### src/sv/aam_pkg.sv
// ----------------------------------------------------------------------------
// Antenna amplitude modulation package
// Shared widths, register indexes and fixed-point rounding helpers.
// ----------------------------------------------------------------------------
package aam_pkg;

  localparam int unsigned FRAC_BITS_DEF = 16;
  localparam int unsigned IN_W          = 18;
  localparam int unsigned OUT_W         = 20;
  localparam int unsigned REG_IDX_W     = 3;
  localparam int unsigned QDEPTH        = 4;
  localparam int unsigned ACC_W         = 64;
  localparam int unsigned MAX_E         = 30;

  localparam logic signed [IN_W-1:0] CPH_RST = IN_W'(65536);

  typedef logic signed [ACC_W-1:0] acc_t;

  typedef enum logic [REG_IDX_W-1:0] {
    REG_C1,
    REG_C2,
    REG_C3,
    REG_C4,
    REG_C5,
    REG_CPH,
    REG_SPH
  } reg_idx_e;

  // Exponent of the intermediate saturation range.
  function automatic int unsigned lim_exp(input int unsigned frac);
    return (frac + 7 < MAX_E) ? frac + 7 : MAX_E;
  endfunction

  // Exponent of the output clipping limit.
  function automatic int unsigned out_exp(input int unsigned frac);
    return (frac + 3 < OUT_W - 1) ? frac + 3 : OUT_W - 1;
  endfunction

  // Width of one item passed from the front end to the back end.
  function automatic int unsigned item_width(input int unsigned frac);
    return 4 * (lim_exp(frac) + 1) + 2 * IN_W + 1;
  endfunction

  function automatic acc_t sat_lim(input acc_t x, input int unsigned e);
    acc_t hi;
    acc_t lo;
    acc_t r;
    hi = (acc_t'(1) <<< e) - acc_t'(1);
    lo = -hi - acc_t'(1);
    if (x > hi) begin
      r = hi;
    end else if (x < lo) begin
      r = lo;
    end else begin
      r = x;
    end
    return r;
  endfunction

  // Round half up at the binary point, then saturate.
  function automatic acc_t rnd_sat(input acc_t p, input int unsigned frac,
                                   input int unsigned e);
    acc_t half;
    acc_t t;
    half = acc_t'(1) <<< (frac - 1);
    t = (p + half) >>> frac;
    return sat_lim(t, e);
  endfunction

endpackage

### src/sv/aam_queue.sv
// ----------------------------------------------------------------------------
// Antenna amplitude modulation queue
// Small first-in first-out buffer between the front end and the back end.
// ----------------------------------------------------------------------------
module aam_queue #(
  parameter int unsigned DATA_W = 1,
  parameter int unsigned DEPTH  = aam_pkg::QDEPTH
) (
  input  logic              clk_i,
  input  logic              rst_ni,
  input  logic              wr_valid_i,
  output logic              wr_ready_o,
  input  logic [DATA_W-1:0] wr_data_i,
  output logic              rd_valid_o,
  input  logic              rd_ready_i,
  output logic [DATA_W-1:0] rd_data_o
);
  import aam_pkg::*;

  localparam int unsigned PTR_W = (DEPTH > 1) ? $clog2(DEPTH) : 1;
  localparam int unsigned CNT_W = $clog2(DEPTH + 1);

  logic [DATA_W-1:0] mem_q [DEPTH];
  logic [PTR_W-1:0]  wr_ptr_q, wr_ptr_d, rd_ptr_q, rd_ptr_d;
  logic [CNT_W-1:0]  cnt_q, cnt_d;
  logic              push, pop;

  assign wr_ready_o = cnt_q != CNT_W'(DEPTH);
  assign rd_valid_o = cnt_q != '0;
  assign rd_data_o  = mem_q[rd_ptr_q];
  assign push       = wr_valid_i && wr_ready_o;
  assign pop        = rd_valid_o && rd_ready_i;

  always_comb begin
    wr_ptr_d = wr_ptr_q;
    rd_ptr_d = rd_ptr_q;
    cnt_d    = cnt_q;
    if (push) begin
      wr_ptr_d = (wr_ptr_q == PTR_W'(DEPTH - 1)) ? '0 : wr_ptr_q + PTR_W'(1);
    end
    if (pop) begin
      rd_ptr_d = (rd_ptr_q == PTR_W'(DEPTH - 1)) ? '0 : rd_ptr_q + PTR_W'(1);
    end
    if (push && !pop) begin
      cnt_d = cnt_q + CNT_W'(1);
    end else if (pop && !push) begin
      cnt_d = cnt_q - CNT_W'(1);
    end
  end

  always_ff @(posedge clk_i or negedge rst_ni) begin
    if (!rst_ni) begin
      wr_ptr_q <= '0;
      rd_ptr_q <= '0;
      cnt_q    <= '0;
    end else begin
      wr_ptr_q <= wr_ptr_d;
      rd_ptr_q <= rd_ptr_d;
      cnt_q    <= cnt_d;
    end
  end

  always_ff @(posedge clk_i) begin
    if (push) begin
      mem_q[wr_ptr_q] <= wr_data_i;
    end
  end

endmodule

### config.mk
export PLATFORM = sky130hd
export DESIGN_NAME = aam_queue
export DESIGN_NICKNAME = d
export VERILOG_FILES = /design/src/sv/aam_pkg.sv /design/src/sv/aam_queue.sv
export SDC_FILE = /design/constraint.sdc
export NUM_CORES = 1
export LEC_CHECK = 0
export ABC_CLOCK_PERIOD_IN_PS = 4300
export BUFFER_PORTS_ARGS = -buffer_cell sky130_fd_sc_hd__buf_2
export CORE_MARGIN = 1
export CORE_UTILIZATION = 39
export DETAILED_ROUTE_END_ITERATION = 7
export MAX_ROUTING_LAYER = met4
export PLACE_DENSITY = 0.67
export SLEW_MARGIN = 20
export SYNTH_ARGS = -nofsm -noshare
export SYNTH_HDL_FRONTEND = slang
export SYNTH_SLANG_ARGS = --single-unit
### constraint.sdc
create_clock -name clk_i -period 4.3 [get_ports clk_i]
set_input_delay 0.43 -clock clk_i [delete_from_list [all_inputs] [get_ports clk_i]]
set_output_delay 0.43 -clock clk_i [all_outputs]
set_load 0.05 [all_outputs]
==> summary.md, run 1 <==
| Metric | Value |
|---|---|
| DPL Wire Length | 539 um |
| Clk pwr share | between 10% and 20% |
| Pins Over Slew Limit | 0 |
| Setup TNS | 0 ps |
| Layout cell share with drive strength beyond 1 | a little over a third |
| Crit path top cell by count | xor2_1 |
| Net switching power | ~200 uW |
| Clk_lat worst skew | between 200 and 300 ps |
| TritonRoute pass-1 iters | 2 |
| CTS max path bufs | 2 |
| Placed inst area | between 600 and 700 sq um |
| Fillers | about 120 |
| Sw Share | around two fifths |
| Fin. Hold Viols | 0 |
| P_int | just over 300 uW |
| Final wirelength | between 700 and 800 um |
| All-Layer GR Usage | around an eighth |
| Cell Pwr Density | around 730 nW/um^2 |
| Row Count | 13 |
| Post-synthesis mux area share | 14.6% |
| Synth-to-layout area growth | 15.2% |
| GPL Wtd Cong | 0.607 |
| Main combinational cell family by area after synthesis | adder cells |
| Crit path kind | flop to flop |
| Master of the slowest instance on the critical path | dfrtp_1 |
| Number of global-route vias before repair | 269 |
| Clk_skew | ~2.1 ps |
| GRT overflow | 0 |
| Vias | 319 |
| Post-synth net total | between 50 and 60 |
| Wire length of the first global-routing pass | approximately 1100 um |
| Final worst path period share | between 40% and 50% |
| DR vias/cell | around 4.6 |
| Placed insts | 64 |
| Slowest stage delay, CP | ~430 ps |
| CP Max Fanout | 4 |
| Post-route DRC | 0 |
| Compound-Gate Fraction of Synth Area | approximately 1.9% |
| I/O pins | 8 |
| Max-Cap Viols | 0 |
| CTS tree | built |
| Cell Area, Synth | just under 600 sq um |
| WP data required | 4490 ps |
| Worst setup SP type | flop |
| Number of synthesized register bits | 11 |
| Synth warnings | 0 |
| Fin nets | 67 |
| Diodes inserted | 0 |
| Synth Area in Adders | between 15 and 20% |
| Combinational share of power | a little under half |
| Tot Pwr | roughly 500 uW |
| Initial antenna violation count | 0 |
| Final setup fails | 0 |
| Fraction of synthesized cell area in xor and xnor cells | under 10% |
| Worst-Margin Slew | 297 ps |
| Sequential share of the synthesized area | between 40% and 50% |
| Die height | about 41 um |
| Final Non-Filler Cells | 69 |
| Number of distinct library cells after synthesis | 16 |
| Post-CTS Setup Bufs | 0 |
| Clock period minus worst slack | about 2000 ps |
| Max H-tree Level | 1 |
| Crit path DAT | between 2000 and 2500 ps |
| Peak supply drop | slightly below 0.3 mV |
| Crit path cell chain | or3_4 > nand2_4 > ha_1 > inv_1 > fa_1 > xor2_1 > nor2_1 > xor2_1 |
| TritonCTS buffer count | 3 |
| I/O Buffers | 7 |
| Worst reg2reg path depth | 8 |
| Iter 0 DRT Violations | 2 |
| DR WL/cell | roughly 11 um |
| Lkg Pwr | around 0.00031 uW |
| Hold Crit Depth | 1 |
| Die width | between 40 and 50 um |
| Starting Density | between 40% and 50% |
| Clock slew at reported path FFs | about 70 ps |
| Unrepaired setup endpoints after global routing | no |
| Max frequency | a little under 500 MHz |
| Largest net degree at the start of global routing | 8 |
| Clock Sinks | 11 |
| CTS Root Cell | clkbuf_4 |
| Rel. slew slack | between 80% and 90% |
| DP Worst Slack | ~2300 ps |
| Sequential share of power | between 30% and 40% |
| Core region area | roughly 1400 sq um |
| Outcome | completed |
| Avg Inst Size Synth | 14.1 sq um |
| Post-route setup slack | about 2300 ps |
| Post-layout instance area | 682 sq um |
| Simple-gate share of the synthesized area | 11.2% |
| Post-route ant nets | 0 |
| Hold/Removal Path Class | primary input to flop |
| Worst Setup End Kind | flop |
| Full die area | 1680 sq um |
| Synth Instances | 42 |
## area by class of cell
| type | instances | area, sq um | share of cell area [%] |
|---|---|---|---|
| sequential | 11 | 295 | 43.3 |
| multi-input combinational | 28 | 285 | 41.8 |
| timing repair buffer | 8 | 45.0 | 6.61 |
| clock buffer | 4 | 26.3 | 3.85 |
| tap | 15 | 18.8 | 2.75 |
| inverter | 3 | 11.3 | 1.65 |
## registers in the layout, indices dropped and copies added (netlist names)
name,flops
wr_ptr_q,2
cnt_q,3
mem_q,4
rd_ptr_q,2
## synthesized netlist by cell type
master    number  area share (%)
dfrtp_1        7              30
ha_1           6              13
and2_1         4             4.2
edfxtp_1       4              20
nor2_1         4             2.5
inv_1          3             1.9
mux2_2         3             5.7
mux2_4         2             5.1
xor2_1         2             3.0
a21boi_2       1             1.9
fa_1           1             3.4
mux4_2         1             3.8
nand2_1        1            0.63
nand2_4        1             1.9
or3_4          1             1.9
xnor2_1        1             1.5
## placed cells by master (no fill, tap or decap), drive strengths merged
| master | n |
|---|---|
| dfrtp | 7 |
| buf | 7 |
| ha | 6 |
| mux2 | 5 |
| nor2 | 4 |
| and2 | 4 |
| edfxtp | 4 |
| clkbuf | 4 |
| inv | 3 |
| xor2 | 2 |
| nand2 | 2 |
| a21boi | 1 |
| or3 | 1 |
| mux4 | 1 |
| xnor2 | 1 |
| fa | 1 |
| dlygate4sd3 | 1 |
## worst max-delay path: cells and delay by family (launching register included)
family        cells  cell delay [ps]
flops             1              430
buf+inv           1               60
xor+xnor          2              310
simple gates      3              630
fa+ha+maj         2              540
## through the flow
step           utilization (%)  hold slack (ps)
2_1_floorplan                -              134
3_3_place_gp              47.8              272
3_5_place_dp              47.8              280
4_1_cts                   50.5              366
5_1_grt                   50.5              357
6_report                  50.5              373
## per-layer routing
layer	wire, um	GRT usage (%)	vias up
met4	7	5.00	0
met1	342	15.0	147
met2	334	14.8	6
li1	-	-	164
met3	45	9.78	2
met5	0	-	-
## logic make-up after synthesis
| logic type | after synthesis |
|---|---|
| adder cells (fa/ha/maj) | 7 |
| buffers and inverters | 3 |
| AO/OA/AOI/OAI | 1 |
| multiplexers | 6 |
| XOR/XNOR | 3 |
| AND/OR/NAND/NOR | 11 |
| flip-flops | 11 |
## power groups by stage
stage	Sequential, uW	Combinational [uW]	Clock [uW]
2_1_floorplan	190	203	0
3_3_place_gp	198	235	0
3_5_place_dp	199	236	0
4_1_cts	197	239	74.2
5_1_grt	204	269	78.9
6_report	196	235	70.6
## what timing repair did
| item | CTS | global route |
|---|---|---|
| gates resized for setup | 0 | 0 |
| setup endpoints to repair | 0 | 0 |
| hold buffers | 1 | 0 |
| hold endpoints to repair | 7 | 0 |
## path summary, 6_finish.rpt
check,start,endpoint,slack [ps]
worst max register to register,cnt_q[1],cnt_q[2],2280
worst max-delay path,cnt_q[1],cnt_q[2],2280
worst min-delay path,wr_data_i,mem_q[1],370
min in group asynchronous,rst_ni,cnt_q[0],520
max in group asynchronous,rst_ni,rd_ptr_q[1],3620
worst min register to register,cnt_q[2],cnt_q[2],540
Power figures use the tool's default switching activity.
==> run 2: changes to the inputs <==
ABC_CLOCK_PERIOD_IN_PS = 1670   (was 4300)
PLACE_DENSITY = 0.69   (was 0.67)
clock period = 1.67 ns   (was 4.3 ns; I/O delays follow)
==> summary.md, run 2 (synthesis results as in run 1) <==
| Metric | Value |
|---|---|
| Peak supply drop | between 0.8 and 0.9 mV |
| Initial antenna violation count | 0 |
| DPL Wire Length | 679 um |
| Final worst path period share | 109% |
| Most frequent cells in the layout | 8 x buf_4, 7 x dfrtp_1, 7 x buf_2 |
| Master of the slowest instance on the critical path | or3_4 |
| Iter 0 DRT Violations | 1 |
| Fillers | 114 |
| FF-to-FF Start | cnt_q[0] |
| Rel. slew slack | roughly 83% |
| I/O pins | 8 |
| Final wirelength | about 830 um |
| Fin. Hold Viols | 0 |
| Post-route setup slack | -144 ps |
| Post-route ant nets | 0 |
| Unrepaired setup endpoints after global routing | yes |
| Largest register by flop count | mem_q |
| Outcome | complete, but fails checks |
| CTS tree | built |
| CP delay by family, top | simple AND/OR/NAND/NOR gates |
| CTS Root Cell | clkbuf_4 |
| Die width | just over 40 um |
| Cell Pwr Density | 1910 nW/um^2 |
| Layout cell share with drive strength beyond 1 | 50.0% |
| WP data required | between 1500 and 2000 ps |
| Die height | 41.0 um |
| Post-layout instance area | 763 sq um |
| Failing checks | setup timing |
| Crit path top cell by count | xor2_1 |
| GRT overflow | 0 |
| Final setup fails | 2 |
| Synth-to-layout area growth | 29.0% |
| Clock Sinks | 11 |
| Wire length of the first global-routing pass | approximately 1300 um |
| Clk_skew | 1.71 ps |
| Max frequency | 551 MHz |
| Largest regs | mem_q x4, cnt_q x3 |
| Crit path DAT | roughly 2000 ps |
| Number of flip-flops in the largest register | 4 |
| Worst path bufs/invs | 1 |
| Starting Density | a little over two fifths |
| Max H-tree Level | 1 |
| Pins Over Slew Limit | 0 |
| Worst-Margin Slew | approximately 250 ps |
| Hold/Removal Path Class | primary input to flop |
| Worst Setup End Kind | flop |
| Fin nets | 75 |
| Post-route DRC | 0 |
| Full die area | between 1500 and 2000 sq um |
| Worst setup SP type | flop |
| Max-Cap Viols | 0 |
| Min-delay src | wr_data_i |
| Lkg Pwr | between 0.0003 and 0.0004 uW |
| Number of global-route vias before repair | around 340 |
| Clock period minus worst slack | about 1800 ps |
| Clock slew at reported path FFs | roughly 70 ps |
| GPL Wtd Cong | ~0.68 |
| CTS max path bufs | 2 |
| Diodes inserted | 0 |
| I/O Buffers | 7 |
| Slowest stage delay, CP | 400 ps |
| Worst hold slack | roughly 120 ps |
| CP Launch Point | cnt_q[0] |
| Commonest non-fill, non-tap cell in the layout | buf_4 |
| Core region area | 1350 sq um |
| Crit path kind | flop to flop |
| DR WL/cell | 10.8 um |
| CP Max Fanout | 2 |
| Largest net degree at the start of global routing | 8 |
| Vias | ~350 |
| DR vias/cell | roughly 4.5 |
| Clk_lat worst skew | roughly 260 ps |
| TritonCTS buffer count | 3 |
| Row Count | 13 |
| Fin util | 56.5% |
| TritonRoute pass-1 iters | 2 |
| All-Layer GR Usage | a little over an eighth |
| Placed inst area | around 720 sq um |
| Crit path cell chain | or3_4 > nand2_4 > ha_4 > inv_2 > fa_2 > xor2_1 > nor2_1 > xor2_1 |
[run 2: layout make-up]
class                      instances  area, sq um  share of cell area (%)
clock buffer                       4         26.3                    3.44
timing repair buffer              16          105                    13.8
multi-input combinational         28          307                    40.2
inverter                           3         11.3                    1.48
sequential                        11          295                    38.7
tap                               15         18.8                    2.46
[run 2: where the power goes]
part           internal (uW)  leakage, uW  switching [uW]
logic                    420     0.000217             382
clock network           92.3    0.0000150            82.4
registers                396     0.000119            86.1
[run 2: through the flow]
| step | cells | total power [uW] | setup TNS [ps] | setup WS, ps |
|---|---|---|---|---|
| 5_1_grt | 77 | 1580 | -383 | -210 |
| 2_1_floorplan | 42 | 1060 | -588 | -301 |
| 6_report | 77 | 1460 | -280 | -144 |
| 3_5_place_dp | 71 | 1290 | -323 | -173 |
| 4_1_cts | 77 | 1470 | -305 | -162 |
| 3_3_place_gp | 71 | 1260 | -245 | -131 |
[run 2: worst reg2reg max path: cells and delay by family, from the launching register on]
kind	cells	cell delay [ps]
XOR/XNOR	2	280
buffers and inverters	1	30
flip-flops	1	380
adder cells (fa/ha/maj)	2	460
AND/OR/NAND/NOR	3	590
[run 2: what timing repair did]
action | CTS | global route
hold buffers | 1 | 0
setup endpoints to repair | 2 | 2
pin swaps | 2 | 0
hold endpoints to repair | 7 | 0
resized for setup | 0 | 1
buffers inserted | 1 | 0
[run 2: final timing paths]
check / slack, ps / end / cells past startpoint
setup / recovery: -140 / cnt_q[2] / 8
hold / removal: 120 / mem_q[0] / 1
setup reg to reg: -140 / cnt_q[2] / 8
hold reg to reg: 560 / rd_ptr_q[1] / 1
max in group asynchronous: 1250 / wr_ptr_q[1] / 2
min in group asynchronous: 260 / cnt_q[0] / 2
[run 2: metal layers]
metal  wire length (um)  GRT usage [%]  up-vias
met5                  0              -        -
met4                  7           7.50        0
met3                 32           6.52        2
met2                434           19.9        7
met1                355           14.2      160
li1                   -              -      180
==> run 3: changes to the inputs <==
CORE_AREA = 2 2 39 41   (was unset)
CORE_MARGIN = unset   (was 1)
CORE_UTILIZATION = unset   (was 39)
DIE_AREA = 0 0 41 43   (was unset)
PLACE_DENSITY = 0.76   (was 0.69)
SLEW_MARGIN = 10   (was 20)
==> summary.md, run 3 (synthesis results as in run 1) <==
| Metric | Value |
|---|---|
| Outcome | complete, but fails checks |
| Failing checks | setup timing |
| DR WL/cell | approximately 11 um |
| Tot Pwr | ~1500 uW |
| Crit path kind | flop to flop |
| CP Max Fanout | 2 |
| CTS max path bufs | 2 |
| Worst hold slack | 117 ps |
| Post-route ant nets | 0 |
| Post-layout instance area | 791 sq um |
| Starting Density | 42.8% |
| Worst Setup End Kind | flop |
| Crit path cell chain | or3_4 > nand2_4 > ha_4 > inv_2 > fa_2 > xor2_2 > nor2_2 > xor2_1 |
| Worst path bufs/invs | 1 |
| Post-route DRC | 0 |
| TritonRoute pass-1 iters | 4 |
| GRT overflow | 0 |
| Master of the slowest instance on the critical path | or3_4 |
| Largest net degree at the start of global routing | 8 |
| Commonest non-fill, non-tap cell in the layout | buf_4 |
| Initial antenna violation count | 0 |
| Clk_skew | 2.26 ps |
| Clock slew at reported path FFs | about 70 ps |
| Number of flip-flops in the largest register | 4 |
| Hold/Removal Path Class | primary input to flop |
| Die width | approximately 40 um |
| Full die area | around 1800 sq um |
| Fillers | approximately 120 |
| Row Count | 14 |
| Cell Pwr Density | 1920 nW/um^2 |
| Die height | 43 um |
| CTS Root Cell | clkbuf_4 |
| Most frequent cells in the layout | 10 x buf_4, 7 x dfrtp_1, 7 x buf_2 |
| Max frequency | around 530 MHz |
| Slowest stage delay, CP | between 400 and 500 ps |
| CP delay by family, top | simple AND/OR/NAND/NOR gates |
| Max-Cap Viols | 0 |
| Fin nets | a little under 80 |
| Multi-input gate area | 317 sq um |
| Pins Over Slew Limit | 0 |
| All-Layer GR Usage | around an eighth |
| CTS tree | built |
| Final worst path period share | 112% |
| Final setup fails | 2 |
| TritonCTS buffer count | 3 |
| Largest regs | mem_q x4, cnt_q x3 |
| Unrepaired setup endpoints after global routing | yes |
| Crit path DAT | 2060 ps |
| Fin. Hold Viols | 0 |
| I/O Buffers | 7 |
| Wire length of the first global-routing pass | 1420 um |
| DR vias/cell | between 4 and 5 |
| WP data required | approximately 1900 ps |
| Clock period minus worst slack | roughly 1900 ps |
| Peak supply drop | between 0.7 and 0.8 mV |
| Core region area | between 1000 and 1500 sq um |
| Worst setup SP type | flop |
| Max H-tree Level | 1 |
| Post-route setup slack | -205 ps |
| GPL Wtd Cong | between 0.8 and 0.9 |
| Number of global-route vias before repair | between 300 and 400 |
| Placed inst area | between 700 and 800 sq um |
| Synth-to-layout area growth | 33.6% |
| Rel. slew slack | a little over 80% |
| Final wirelength | about 890 um |
| Register area | 295 sq um |
| DPL Wire Length | 697 um |
| Lkg Pwr | about 0.00036 uW |
| Clk_lat worst skew | 260 ps |
| Layout cell share with drive strength beyond 1 | 56.3% |
| Worst-Margin Slew | ~260 ps |
| Clock Sinks | 11 |
| Iter 0 DRT Violations | 3 |
| Diodes inserted | 0 |
| Vias | 377 |
| I/O pins | 8 |
| Largest register by flop count | mem_q |
## run 3: changes by cell type in the layout (fill, tap and decap cells not counted)
cell	change
nor2_2	+1
nor2_1	-1
buf_4	+2
xor2_2	+1
xor2_1	-1
clkinv_2	+1
clkbuf_1	-1
## run 3: what timing repair did
item / 4_1_cts / 5_1_grt
hold endpoints to repair: 7 / 0
setup endpoints to repair: 2 / 3
gates resized for setup: 0 / 3
pin swaps: 2 / 1
hold buffers: 1 / 0
buffers inserted: 1 / 1
## run 3: area by class of cell
cell class              instances  share of cell area [%]
clock inverters                 1                   0.633
inverters                       3                    1.42
clock buffers                   3                    2.85
well taps                      16                    2.53
multi-input cells              28                    40.0
flip-flops and latches         11                    37.3
repair buffers                 18                    15.2
## run 3: path summary, 6_finish.rpt
kind	startpoint	endpoint	slack, ps	cells after the start
setup / recovery	cnt_q[2]	cnt_q[2]	-210	8
hold / removal	wr_data_i	mem_q[3]	120	1
setup reg to reg	cnt_q[2]	cnt_q[2]	-210	8
hold reg to reg	cnt_q[2]	cnt_q[2]	570	2
max in group asynchronous	rst_ni	cnt_q[2]	1250	2
min in group asynchronous	rst_ni	rd_ptr_q[1]	260	2
## run 3: worst register-to-register path: cells and delay by family (launching register included)
kind | cells | cell delay [ps]
buf+inv | 1 | 30
flops | 1 | 380
simple gates | 3 | 620
xor+xnor | 2 | 310
fa+ha+maj | 2 | 480
## run 3: metal layers
layer | vias to the layer above | wire length [um] | global-route usage, %
met5 | - | 0 | -
met4 | 0 | 0 | 10.0
met2 | 4 | 515 | 20.3
met3 | 0 | 8 | 3.14
met1 | 188 | 369 | 12.8
li1 | 185 | - | -
## run 3: stage by stage
stage               instances  utilization [%]  setup TNS (ps)  worst slack [ps]
finish                     80             57.1            -345              -205
global route               80             57.1            -435              -255
CTS                        79             55.7            -329              -194
detailed placement         73             52.4            -311              -186
global placement           73             52.4            -245              -129
floorplan                  42                -            -588              -301
## run 3: power breakdown
part           switching [uW]  internal (uW)  total [uW]
clock                    87.9           88.5         176
sequential               84.2            396         480
combinational             409            454         863
total                     581            938        1520
